`src/hslh_pkg.sv`:
```
`timescale 1ns / 1ps
`default_nettype none
// ----------------------------------------------------------------------------
// hslh_pkg
// types, constants and codes shared by the hsl histogram signature block
// ----------------------------------------------------------------------------
package hslh_pkg;

    localparam int BIN_COUNT_DEF = 16;
    localparam int MAX_SIDE_DEF  = 4096;
    localparam int COUNT_W       = 21;
    localparam logic [COUNT_W-1:0] COUNT_MAX = {COUNT_W{1'b1}};

    localparam logic [1:0] KIND_HUE        = 2'd0;
    localparam logic [1:0] KIND_SATURATION = 2'd1;
    localparam logic [1:0] KIND_LIGHTNESS  = 2'd2;
    localparam logic [1:0] KIND_MEDIAN     = 2'd3;

    localparam logic ADDR_FRAME_WIDTH  = 1'b0;
    localparam logic ADDR_FRAME_HEIGHT = 1'b1;

    typedef struct packed {
        logic [7:0] first_channel;
        logic [7:0] second_channel;
        logic [7:0] third_channel;
    } pixel_t;

    typedef struct packed {
        logic [1:0]         result_kind;
        logic [3:0]         bin_index;
        logic [COUNT_W-1:0] bin_count;
        logic               region_empty;
        logic               last_result;
    } result_t;

    // divider request and response between the top level and the shared unit
    typedef struct packed {
        logic        start;
        logic [19:0] dividend;
        logic [11:0] divisor;
    } div_req_t;

    typedef struct packed {
        logic        done;
        logic [19:0] quotient;
    } div_rsp_t;

endpackage

`default_nettype wire

```
`src/hslh_divider.sv`:
```
`timescale 1ns / 1ps
`default_nettype none
// ----------------------------------------------------------------------------
// hslh_divider
// restoring divider, one quotient bit per cycle, shared by all quotients
// ----------------------------------------------------------------------------
module hslh_divider
    import hslh_pkg::*;
(
    input  wire           clk,
    input  wire           rst_n,
    input  wire div_req_t req,
    output div_rsp_t      rsp
);

    logic [19:0] quot_reg, quot_next;
    logic [11:0] div_reg, div_next;
    logic [12:0] rem_reg, rem_next;
    logic [4:0]  count_reg, count_next;
    logic        busy_reg, busy_next;
    logic        done_reg, done_next;
    logic [12:0] trial;
    logic [13:0] diff;

    always_comb
    begin
        quot_next  = quot_reg;
        div_next   = div_reg;
        rem_next   = rem_reg;
        count_next = count_reg;
        busy_next  = busy_reg;
        done_next  = 1'b0;
        trial      = {rem_reg[11:0], quot_reg[19]};
        diff       = {1'b0, trial} - {2'b00, div_reg};
        if (req.start)
        begin
            quot_next  = req.dividend;
            div_next   = req.divisor;
            rem_next   = '0;
            count_next = 5'd20;
            busy_next  = 1'b1;
        end
        else if (busy_reg)
        begin
            if (!diff[13])
            begin
                rem_next  = diff[12:0];
                quot_next = {quot_reg[18:0], 1'b1};
            end
            else
            begin
                rem_next  = trial;
                quot_next = {quot_reg[18:0], 1'b0};
            end
            count_next = count_reg - 5'd1;
            if (count_reg == 5'd1)
            begin
                busy_next = 1'b0;
                done_next = 1'b1;
            end
        end
    end

    always_ff @(posedge clk or negedge rst_n)
    begin
        if (!rst_n)
        begin
            busy_reg  <= 1'b0;
            done_reg  <= 1'b0;
            count_reg <= '0;
        end
        else
        begin
            busy_reg  <= busy_next;
            done_reg  <= done_next;
            count_reg <= count_next;
        end
    end

    always_ff @(posedge clk)
    begin
        quot_reg <= quot_next;
        div_reg  <= div_next;
        rem_reg  <= rem_next;
    end

    assign rsp.done     = done_reg;
    assign rsp.quotient = quot_reg;

endmodule

`default_nettype wire

```
`src/hsl_center_histogram_signature_core.sv`:
```
`timescale 1ns / 1ps
`default_nettype none
// ----------------------------------------------------------------------------
// hsl_center_histogram_signature_core
// rgb to hsl conversion and centre-region histograms with a frame signature
// ----------------------------------------------------------------------------
// a gray pixel goes straight from the lightness state to the bump; others wait on
// two 20-step passes of the shared divider (saturation, then hue)
// frame end: 48 bin requests at one per cycle when the receiver is ready, an 8-pass
// min-scan median and one median request (an empty centre gives one empty request
// instead), then a clear of all 16 bins; reset is asynchronous, active low: sizes
// go to 640x480, counters and histograms to zero
module hsl_center_histogram_signature_core
    import hslh_pkg::*;
#(
    parameter int BIN_COUNT = BIN_COUNT_DEF,
    parameter int MAX_SIDE  = MAX_SIDE_DEF
)
(
    input  wire         clk,
    input  wire         rst_n,
    input  wire         psel,
    input  wire         penable,
    input  wire         pwrite,
    input  wire  [2:0]  paddr,
    input  wire  [31:0] pwdata,
    output logic [31:0] prdata,
    output logic        pready,
    input  wire         in_valid,
    output logic        in_ready,
    input  wire pixel_t in_data,
    output logic        out_valid,
    input  wire         out_ready,
    output result_t     out_data
);

    localparam int SIDE_W = $clog2(MAX_SIDE + 1);
    localparam int POS_W  = $clog2(MAX_SIDE);
    localparam int BIN_W  = $clog2(BIN_COUNT);

    typedef enum logic [3:0] {
        S_IDLE, S_LDIV, S_SDIV, S_HDIV, S_BUMP, S_EMIT, S_MED, S_MOUT,
        S_EMPTY, S_CLEAR
    } state_t;

    state_t state_reg;
    logic [12:0] fw_reg, fh_reg;
    logic [POS_W-1:0] col_reg, row_reg;
    logic [COUNT_W-1:0] hist_h_reg [BIN_COUNT];
    logic [COUNT_W-1:0] hist_s_reg [BIN_COUNT];
    logic [COUNT_W-1:0] hist_l_reg [BIN_COUNT];
    logic [7:0] r_reg, g_reg, b_reg, h_reg, s_reg, l_reg;
    logic inside_reg;
    logic [BIN_W+1:0] idx_reg;
    logic [BIN_W-1:0] pass_reg, scan_reg, minpos_reg;
    logic [COUNT_W-1:0] min_reg;
    logic [BIN_COUNT-1:0] used_reg;
    logic first_reg;
    result_t out_reg;
    logic out_valid_reg;
    div_req_t dreq;
    div_rsp_t drsp;

    hslh_divider u_div (.clk(clk), .rst_n(rst_n), .req(dreq), .rsp(drsp));

    // effective sizes and centre window
    logic [SIDE_W-1:0] w_eff, h_eff, x0, y0;
    always_comb
    begin
        w_eff = (fw_reg == 13'd0) ? SIDE_W'(1)
              : (32'(fw_reg) > MAX_SIDE) ? SIDE_W'(MAX_SIDE) : SIDE_W'(fw_reg);
        h_eff = (fh_reg == 13'd0) ? SIDE_W'(1)
              : (32'(fh_reg) > MAX_SIDE) ? SIDE_W'(MAX_SIDE) : SIDE_W'(fh_reg);
        // divide by three as a multiply by 2^16/3, exact below 2^15
        x0 = SIDE_W'((32'(w_eff) * 32'd21846) >> 16);
        y0 = SIDE_W'((32'(h_eff) * 32'd21846) >> 16);
    end

    // pixel operands
    logic [7:0] mx, mn;
    logic [8:0] dd, sum;
    logic [11:0] nn;
    logic [15:0] lt;
    logic [16:0] lq;
    always_comb
    begin
        mx = r_reg;
        mn = r_reg;
        if (g_reg > mx) mx = g_reg;
        if (b_reg > mx) mx = b_reg;
        if (g_reg < mn) mn = g_reg;
        if (b_reg < mn) mn = b_reg;
        dd  = {1'b0, mx} - {1'b0, mn};
        sum = {1'b0, mx} + {1'b0, mn};
        if (r_reg == mx)
            nn = (g_reg >= b_reg) ? 12'(g_reg - b_reg)
                                  : 12'(6 * dd) - 12'(b_reg - g_reg);
        else if (g_reg == mx)
            nn = 12'(2 * dd) + 12'(b_reg) - 12'(r_reg);
        else
            nn = 12'(4 * dd) + 12'(r_reg) - 12'(g_reg);
        // lightness: 128 * sum / 255 as (v + v/256 + 1) / 256, exact for 16-bit v
        lt = {sum, 7'd0};
        lq = 17'(lt) + 17'(lt[15:8]) + 17'd1;
    end

    logic wr;
    assign wr = psel && penable && pwrite;
    assign pready = 1'b1;
    assign prdata = (paddr[2] == ADDR_FRAME_HEIGHT) ? {19'd0, fh_reg} : {19'd0, fw_reg};

    logic bump_s_inc, bump_h_inc, bump_l_inc;
    logic [BIN_W-1:0] hb, sb, lb;
    assign hb = h_reg[7:8-BIN_W];
    assign sb = s_reg[7:8-BIN_W];
    assign lb = l_reg[7:8-BIN_W];
    assign bump_h_inc = hist_h_reg[hb] != COUNT_MAX;
    assign bump_s_inc = hist_s_reg[sb] != COUNT_MAX;
    assign bump_l_inc = hist_l_reg[lb] != COUNT_MAX;

    logic [BIN_W-1:0] ei;
    assign ei = idx_reg[BIN_W-1:0];

    logic take_min;
    assign take_min = !used_reg[scan_reg] && (first_reg || hist_h_reg[scan_reg] < min_reg);

    logic out_free;
    assign out_free = !out_valid_reg || out_ready;

    always_comb
    begin
        dreq.start    = 1'b0;
        dreq.dividend = '0;
        dreq.divisor  = '0;
        if (state_reg == S_LDIV && dd != 9'd0)
        begin
            dreq.start    = 1'b1;
            dreq.dividend = 20'({dd, 8'd0});
            dreq.divisor  = (sum <= 9'd255) ? 12'(sum) : 12'(10'd510 - 10'(sum));
        end
        if (state_reg == S_SDIV && drsp.done)
        begin
            dreq.start    = 1'b1;
            dreq.dividend = 20'({nn, 8'd0});
            dreq.divisor  = 12'(6 * dd);
        end
    end

    assign in_ready = state_reg == S_IDLE;
    assign out_valid = out_valid_reg;
    assign out_data  = out_reg;

    always_ff @(posedge clk or negedge rst_n)
    begin
        if (!rst_n)
        begin
            state_reg     <= S_IDLE;
            fw_reg        <= 13'd640;
            fh_reg        <= 13'd480;
            col_reg       <= '0;
            row_reg       <= '0;
            out_valid_reg <= 1'b0;
            out_reg       <= '0;
            idx_reg       <= '0;
            r_reg         <= '0;
            g_reg         <= '0;
            b_reg         <= '0;
            h_reg         <= '0;
            s_reg         <= '0;
            l_reg         <= '0;
            inside_reg    <= 1'b0;
            pass_reg      <= '0;
            scan_reg      <= '0;
            minpos_reg    <= '0;
            min_reg       <= '0;
            used_reg      <= '0;
            first_reg     <= 1'b0;
            for (int i = 0; i < BIN_COUNT; i++)
            begin
                hist_h_reg[i] <= '0;
                hist_s_reg[i] <= '0;
                hist_l_reg[i] <= '0;
            end
        end
        else
        begin
            if (wr && paddr[2] == ADDR_FRAME_WIDTH && paddr[1:0] == 2'd0)
                fw_reg <= pwdata[12:0];
            if (wr && paddr[2] == ADDR_FRAME_HEIGHT && paddr[1:0] == 2'd0)
                fh_reg <= pwdata[12:0];
            if (out_free)
                out_valid_reg <= state_reg == S_EMIT || state_reg == S_MOUT
                              || state_reg == S_EMPTY;
            case (state_reg)
                S_IDLE:
                begin
                    if (in_valid && in_ready)
                    begin
                        r_reg <= in_data.first_channel;
                        g_reg <= in_data.second_channel;
                        b_reg <= in_data.third_channel;
                        state_reg <= S_LDIV;
                    end
                end
                S_LDIV:
                begin
                    l_reg <= lq[15:8];
                    inside_reg <= SIDE_W'(col_reg) >= x0 && SIDE_W'(col_reg) < 2 * x0
                               && SIDE_W'(row_reg) >= y0 && SIDE_W'(row_reg) < 2 * y0;
                    if (dd == 9'd0)
                    begin
                        h_reg <= '0;
                        s_reg <= '0;
                        state_reg <= S_BUMP;
                    end
                    else
                        state_reg <= S_SDIV;
                end
                S_SDIV:
                begin
                    if (drsp.done)
                    begin
                        s_reg <= drsp.quotient[7:0];
                        state_reg <= S_HDIV;
                    end
                end
                S_HDIV:
                begin
                    if (drsp.done)
                    begin
                        h_reg <= drsp.quotient[7:0];
                        state_reg <= S_BUMP;
                    end
                end
                S_BUMP:
                begin
                    if (inside_reg)
                    begin
                        if (bump_h_inc) hist_h_reg[hb] <= hist_h_reg[hb] + 1'b1;
                        if (bump_s_inc) hist_s_reg[sb] <= hist_s_reg[sb] + 1'b1;
                        if (bump_l_inc) hist_l_reg[lb] <= hist_l_reg[lb] + 1'b1;
                    end
                    if (SIDE_W'(col_reg) + 1'b1 < w_eff)
                    begin
                        col_reg <= col_reg + 1'b1;
                        state_reg <= S_IDLE;
                    end
                    else
                    begin
                        col_reg <= '0;
                        if (SIDE_W'(row_reg) + 1'b1 < h_eff)
                        begin
                            row_reg <= row_reg + 1'b1;
                            state_reg <= S_IDLE;
                        end
                        else
                        begin
                            row_reg <= '0;
                            idx_reg <= '0;
                            state_reg <= (x0 == '0 || y0 == '0) ? S_EMPTY : S_EMIT;
                        end
                    end
                end
                S_EMPTY:
                begin
                    if (out_free)
                    begin
                        out_reg <= '{KIND_HUE, 4'd0, '0, 1'b1, 1'b1};
                        idx_reg <= '0;
                        state_reg <= S_CLEAR;
                    end
                end
                S_EMIT:
                begin
                    if (out_free)
                    begin
                        out_reg.bin_index    <= 4'(ei);
                        out_reg.region_empty <= 1'b0;
                        out_reg.last_result  <= 1'b0;
                        case (idx_reg[BIN_W+1:BIN_W])
                            2'd0:
                            begin
                                out_reg.result_kind <= KIND_HUE;
                                out_reg.bin_count   <= hist_h_reg[ei];
                            end
                            2'd1:
                            begin
                                out_reg.result_kind <= KIND_SATURATION;
                                out_reg.bin_count   <= hist_s_reg[ei];
                            end
                            default:
                            begin
                                out_reg.result_kind <= KIND_LIGHTNESS;
                                out_reg.bin_count   <= hist_l_reg[ei];
                            end
                        endcase
                        idx_reg <= idx_reg + 1'b1;
                        if (idx_reg == (BIN_W+2)'(3 * BIN_COUNT - 1))
                        begin
                            state_reg  <= S_MED;
                            pass_reg   <= '0;
                            scan_reg   <= '0;
                            used_reg   <= '0;
                            first_reg  <= 1'b1;
                        end
                    end
                end
                S_MED:
                begin
                    // one pass per rank: scan for the smallest unused bin
                    if (take_min)
                    begin
                        min_reg    <= hist_h_reg[scan_reg];
                        minpos_reg <= scan_reg;
                    end
                    scan_reg <= scan_reg + 1'b1;
                    if (scan_reg == BIN_W'(BIN_COUNT - 1))
                    begin
                        if (pass_reg == BIN_W'(BIN_COUNT / 2 - 1))
                            state_reg <= S_MOUT;
                        else
                        begin
                            pass_reg  <= pass_reg + 1'b1;
                            first_reg <= 1'b1;
                            if (take_min)
                                used_reg[scan_reg] <= 1'b1;
                            else
                                used_reg[minpos_reg] <= 1'b1;
                        end
                    end
                    else if (take_min)
                        first_reg <= 1'b0;
                end
                S_MOUT:
                begin
                    if (out_free)
                    begin
                        out_reg <= '{KIND_MEDIAN, 4'd0,
                                     (min_reg == '0) ? COUNT_W'(1) : min_reg, 1'b0, 1'b1};
                        idx_reg <= '0;
                        state_reg <= S_CLEAR;
                    end
                end
                S_CLEAR:
                begin
                    hist_h_reg[ei] <= '0;
                    hist_s_reg[ei] <= '0;
                    hist_l_reg[ei] <= '0;
                    idx_reg <= idx_reg + 1'b1;
                    if (ei == BIN_W'(BIN_COUNT - 1))
                        state_reg <= S_IDLE;
                end
                default: state_reg <= S_IDLE;
            endcase
        end
    end

endmodule

`default_nettype wire

```
`config.mk`:
```
export PLATFORM = sky130hd
export DESIGN_NAME = hsl_center_histogram_signature_core
export DESIGN_NICKNAME = d
export VERILOG_FILES = /design/src/hslh_pkg.sv /design/src/hslh_divider.sv /design/src/hsl_center_histogram_signature_core.sv
export SDC_FILE = /design/constraint.sdc
export NUM_CORES = 2
export LEC_CHECK = 0
export BUFFER_PORTS_ARGS = -buffer_cell sky130_fd_sc_hd__buf_4
export CORE_MARGIN = 2
export CORE_UTILIZATION = 43
export CTS_BUF_LIST = sky130_fd_sc_hd__clkbuf_4
export CTS_CLUSTER_SIZE = 8
export DETAILED_ROUTE_END_ITERATION = 10
export GPL_TIMING_DRIVEN = 1
export PLACE_DENSITY = 0.64
export RECOVER_POWER = 50
export SLEW_MARGIN = 40
export SYNTH_ARGS = -nofsm -noshare
export SYNTH_HDL_FRONTEND = slang
export SYNTH_SLANG_ARGS = --single-unit
```
`constraint.sdc`:
```
create_clock -name clk -period 21.1 [get_ports clk]
set_clock_uncertainty 0.05 [all_clocks]
set_input_delay 4.22 -clock clk [delete_from_list [all_inputs] [get_ports clk]]
set_output_delay 4.22 -clock clk [all_outputs]
set_load 0.1 [all_outputs]
```
==> reports/qor.yml <==
synthesis:
  synth_warnings: 0
  synthAdderAreaFrac_pct: 8.544
  yosysTopAreaCell: "dfrtp_1"
  synthDistinctLibCells: 86
  synth_compound_area_share_pct: 13.22
  synthArstFlopShare_pct: 96.44
  netlist_instances: 6930
  syn_area_sq_um: 78640
  ys.flop_type: "dfrtp_1"
  synth_top_area_share_pct: 37.74
  ys_seq_area_share_pct: 39.47
  synth_edf_count: 32
  yosys-top-cells-area: "dfrtp_1 38%, mux4_2 21%, ha_1 5.7%"
  synth.area.mux_share_pct: 23.40
  yosys.area_share.xor_xnor_pct: 2.127
  synth_top_family_by_area: "multiplexers"
  yosys.area_share.simple_pct: 8.719
  avgSynthCellArea_sq_um: 11.35
  ys_seq_elements: 1236
clock_tree:
  worstSkewPairLatency_ns: 1.36
  clockBufferDepth: 4
  postCtsHoldBufs: 0
  h-tree-depth: 5
  ctsRootBufferMaster: "clkbuf_4"
  path_clk_slew_ns: 0.06
  cts.repair.resized: 0
  cts_tree: "done"
  cts_buffers: 348
  cts_setup_buffers: 0
  cts.sinks: 1236
floorplan:
  fp.dieW_microns: 431.7
  die_area_sq_um: 186300
  die_height_microns: 431.7
  rows: 156
  start_util_pct: 43.37
  core_sq_um: 181300
  io_pins: 130
worst_setup_path:
  cp.required_ns: 21.86
  crit_type: "in -> async"
  reg2reg_from: "h_reg[4]"
  crit_arrival_ns: 13.87
  r2r_cells: 15
  cp.buffers_inverters: 3
  crit_chain: "clkbuf_1 > clkbuf_1 > clkbuf_1"
  startpoint_type: "input pin"
  crit_family: "buffers and inverters"
  endpoint_kind: "async pin"
  r2r_setup_slack_ns: 9.36
  crit_fanout: 126
  crit_slowest_cell: "clkbuf_1"
  cp_slowest_stage_delay_ns: 4.67
  reg2reg_to: "hist_h_reg[81]"
  cpMostUsedCell: "clkbuf_1"
hold_path:
  hp-class: "reg -> reg"
  whs_endpoint: "out_data[26]"
  holdCritStartpoint: "out_data[26]"
  worstHoldPathCells: 2
drt:
  antenna_left: 0
  drt_first_pass_iters: 6
  drtIter0Drc: 6314
  totalWireLength_mm: 254.9
  drc_errors: 0
  via_count: 61270
  vias_per_cell: 6.369
  wire_per_inst_microns: 26.50
global_routing:
  track_usage_pct: 27.45
  antenna_found_initial: 4
  grt_pass1_wl_mm: 387.0
  grt_max_degree: 127
  grt_pass1_vias: 62280
  grt_overflow: 0
sta:
  fin_crit_ns: 13.11
  setup_tns_ns: 0
  slew_headroom_pct: -355.4
  fin_crit_sh_pct: 62.12
  tightestPinTransition_ns: 6.830
  slew_viol_final: 1112
  rsz0062_at_grt: "false"
  setup_viol: 0
  fin_worst_hold_slack_ns: 0.4335
  finalHoldViolCount: 0
  fmax_mhz: 76.29
finish:
  post-route-util_pct: 47.56
  drive_above_1_share_pct: 23.93
  area_growth_pct: 9.675
  nets: 7547
placed_design:
  dp_hpwl_mm: 153.6
  port_buffers: 90
  gp_congestion: 0.8979
flow_run:
  maxCapViolCount: 31
status:
  outcome: "complete, but fails checks"
  violations: "max-capacitance violations, max-slew violations"
per-stage QoR:
stage               cells  setup slack [ns]  instance area [sq um]
finish               9620             7.992                  86250
CTS                  9612             11.79                  86410
global placement     9021             11.80                  81540
floorplan            6950             10.07                  78720
global route         9617             6.153                  86240
detailed placement   9029             11.79                  82240
kinds of logic (layout without fill, tap and decap cells):
logic type      count (synthesis)  count (layout)
compound gates               1673            1673
mux                           902             902
flops                        1236            1236
simple gates                 1581            1581
xor+xnor                      191             191
other cells                     2              29
buf+inv                       874            1167
fa+ha+maj                     471             471
final cells by class:
cell class / instances / area [sq um]
fill: 16380 / 95080
multi-input combinational: 4840 / 44790
sequential: 1236 / 31080
clock buffer: 502 / 3769
tap: 2370 / 2965
timing repair buffer: 257 / 2003
inverter: 327 / 1227
clock inverter: 81 / 397.9
antenna: 7 / 17.52
worst max path at each step:
| stage | start | endpoint | slack, ns | cells after the start |
|---|---|---|---|---|
| 2_1_floorplan | paddr[2] | prdata[12] | 10.07 | 3 |
| 3_5_place_dp | paddr[2] | prdata[8] | 11.79 | 3 |
| 3_3_place_gp | paddr[2] | prdata[8] | 11.80 | 3 |
| 6_report | rst_n | hist_s_reg[56] | 7.99 | 3 |
| 4_1_cts | paddr[2] | prdata[8] | 11.79 | 3 |
| 5_1_grt | rst_n | hist_s_reg[80] | 6.15 | 3 |
tightest hold or removal path, delay by kind of cell (launching register included):
kind / cells / cell delay, ns
DFF: 1 / 0.34
and+or+nand+nor: 2 / 0.10
cell usage after synthesis, drive strengths merged, types with 42 or more instances:
master   number
a21o         67
mux2         94
dfrtp      1186
o21ai       903
inv         323
nand3        98
clkbuf      383
mux4        740
nand4        46
o2bb2ai     316
fa          110
a21oi       161
xor2         93
nand2       944
nor3         42
ha          361
xnor2        98
and3         47
a211oi       45
mux2i        68
buf         164
nor2        232
cells in the final DEF, fill, tap and decap left out, types with 41 or more instances in the layout:
| cell | netlist | layout |
|---|---|---|
| xor2_1 | 93 | 59 |
| a21oi_1 | 160 | 160 |
| buf_4 | 31 | 198 |
| clkbuf_4 | 0 | 503 |
| mux2i_1 | 68 | 68 |
| inv_1 | 322 | 321 |
| mux4_2 | 740 | 740 |
| a21o_1 | 67 | 67 |
| fa_1 | 110 | 110 |
| xnor2_1 | 98 | 80 |
| nand4_1 | 45 | 46 |
| nand2_1 | 944 | 930 |
| nand3_1 | 98 | 98 |
| nor2b_1 | 41 | 41 |
| and3_1 | 46 | 47 |
| o21ai_1 | 149 | 133 |
| o21ai_0 | 754 | 739 |
| nor2_1 | 232 | 231 |
| mux2_2 | 94 | 94 |
| o2bb2ai_1 | 316 | 316 |
| a211oi_1 | 44 | 44 |
| clkinv_1 | 4 | 68 |
| ha_1 | 361 | 361 |
| dfrtp_1 | 1186 | 1173 |
layer usage:
metal | GRT usage, % | vias to the layer above | part of all wire (%)
li1 | - | 25950 | -
met1 | 35.52 | 30950 | 38
met2 | 42.13 | 3477 | 46
met3 | 7.868 | 892 | 11
met4 | 14.16 | 2 | 5.5
met5 | 0 | - | 0.0051
Power is left out: the tool's default activity adds up to more than one toggle a clock period on the data nets, which glitch-free logic cannot reach.
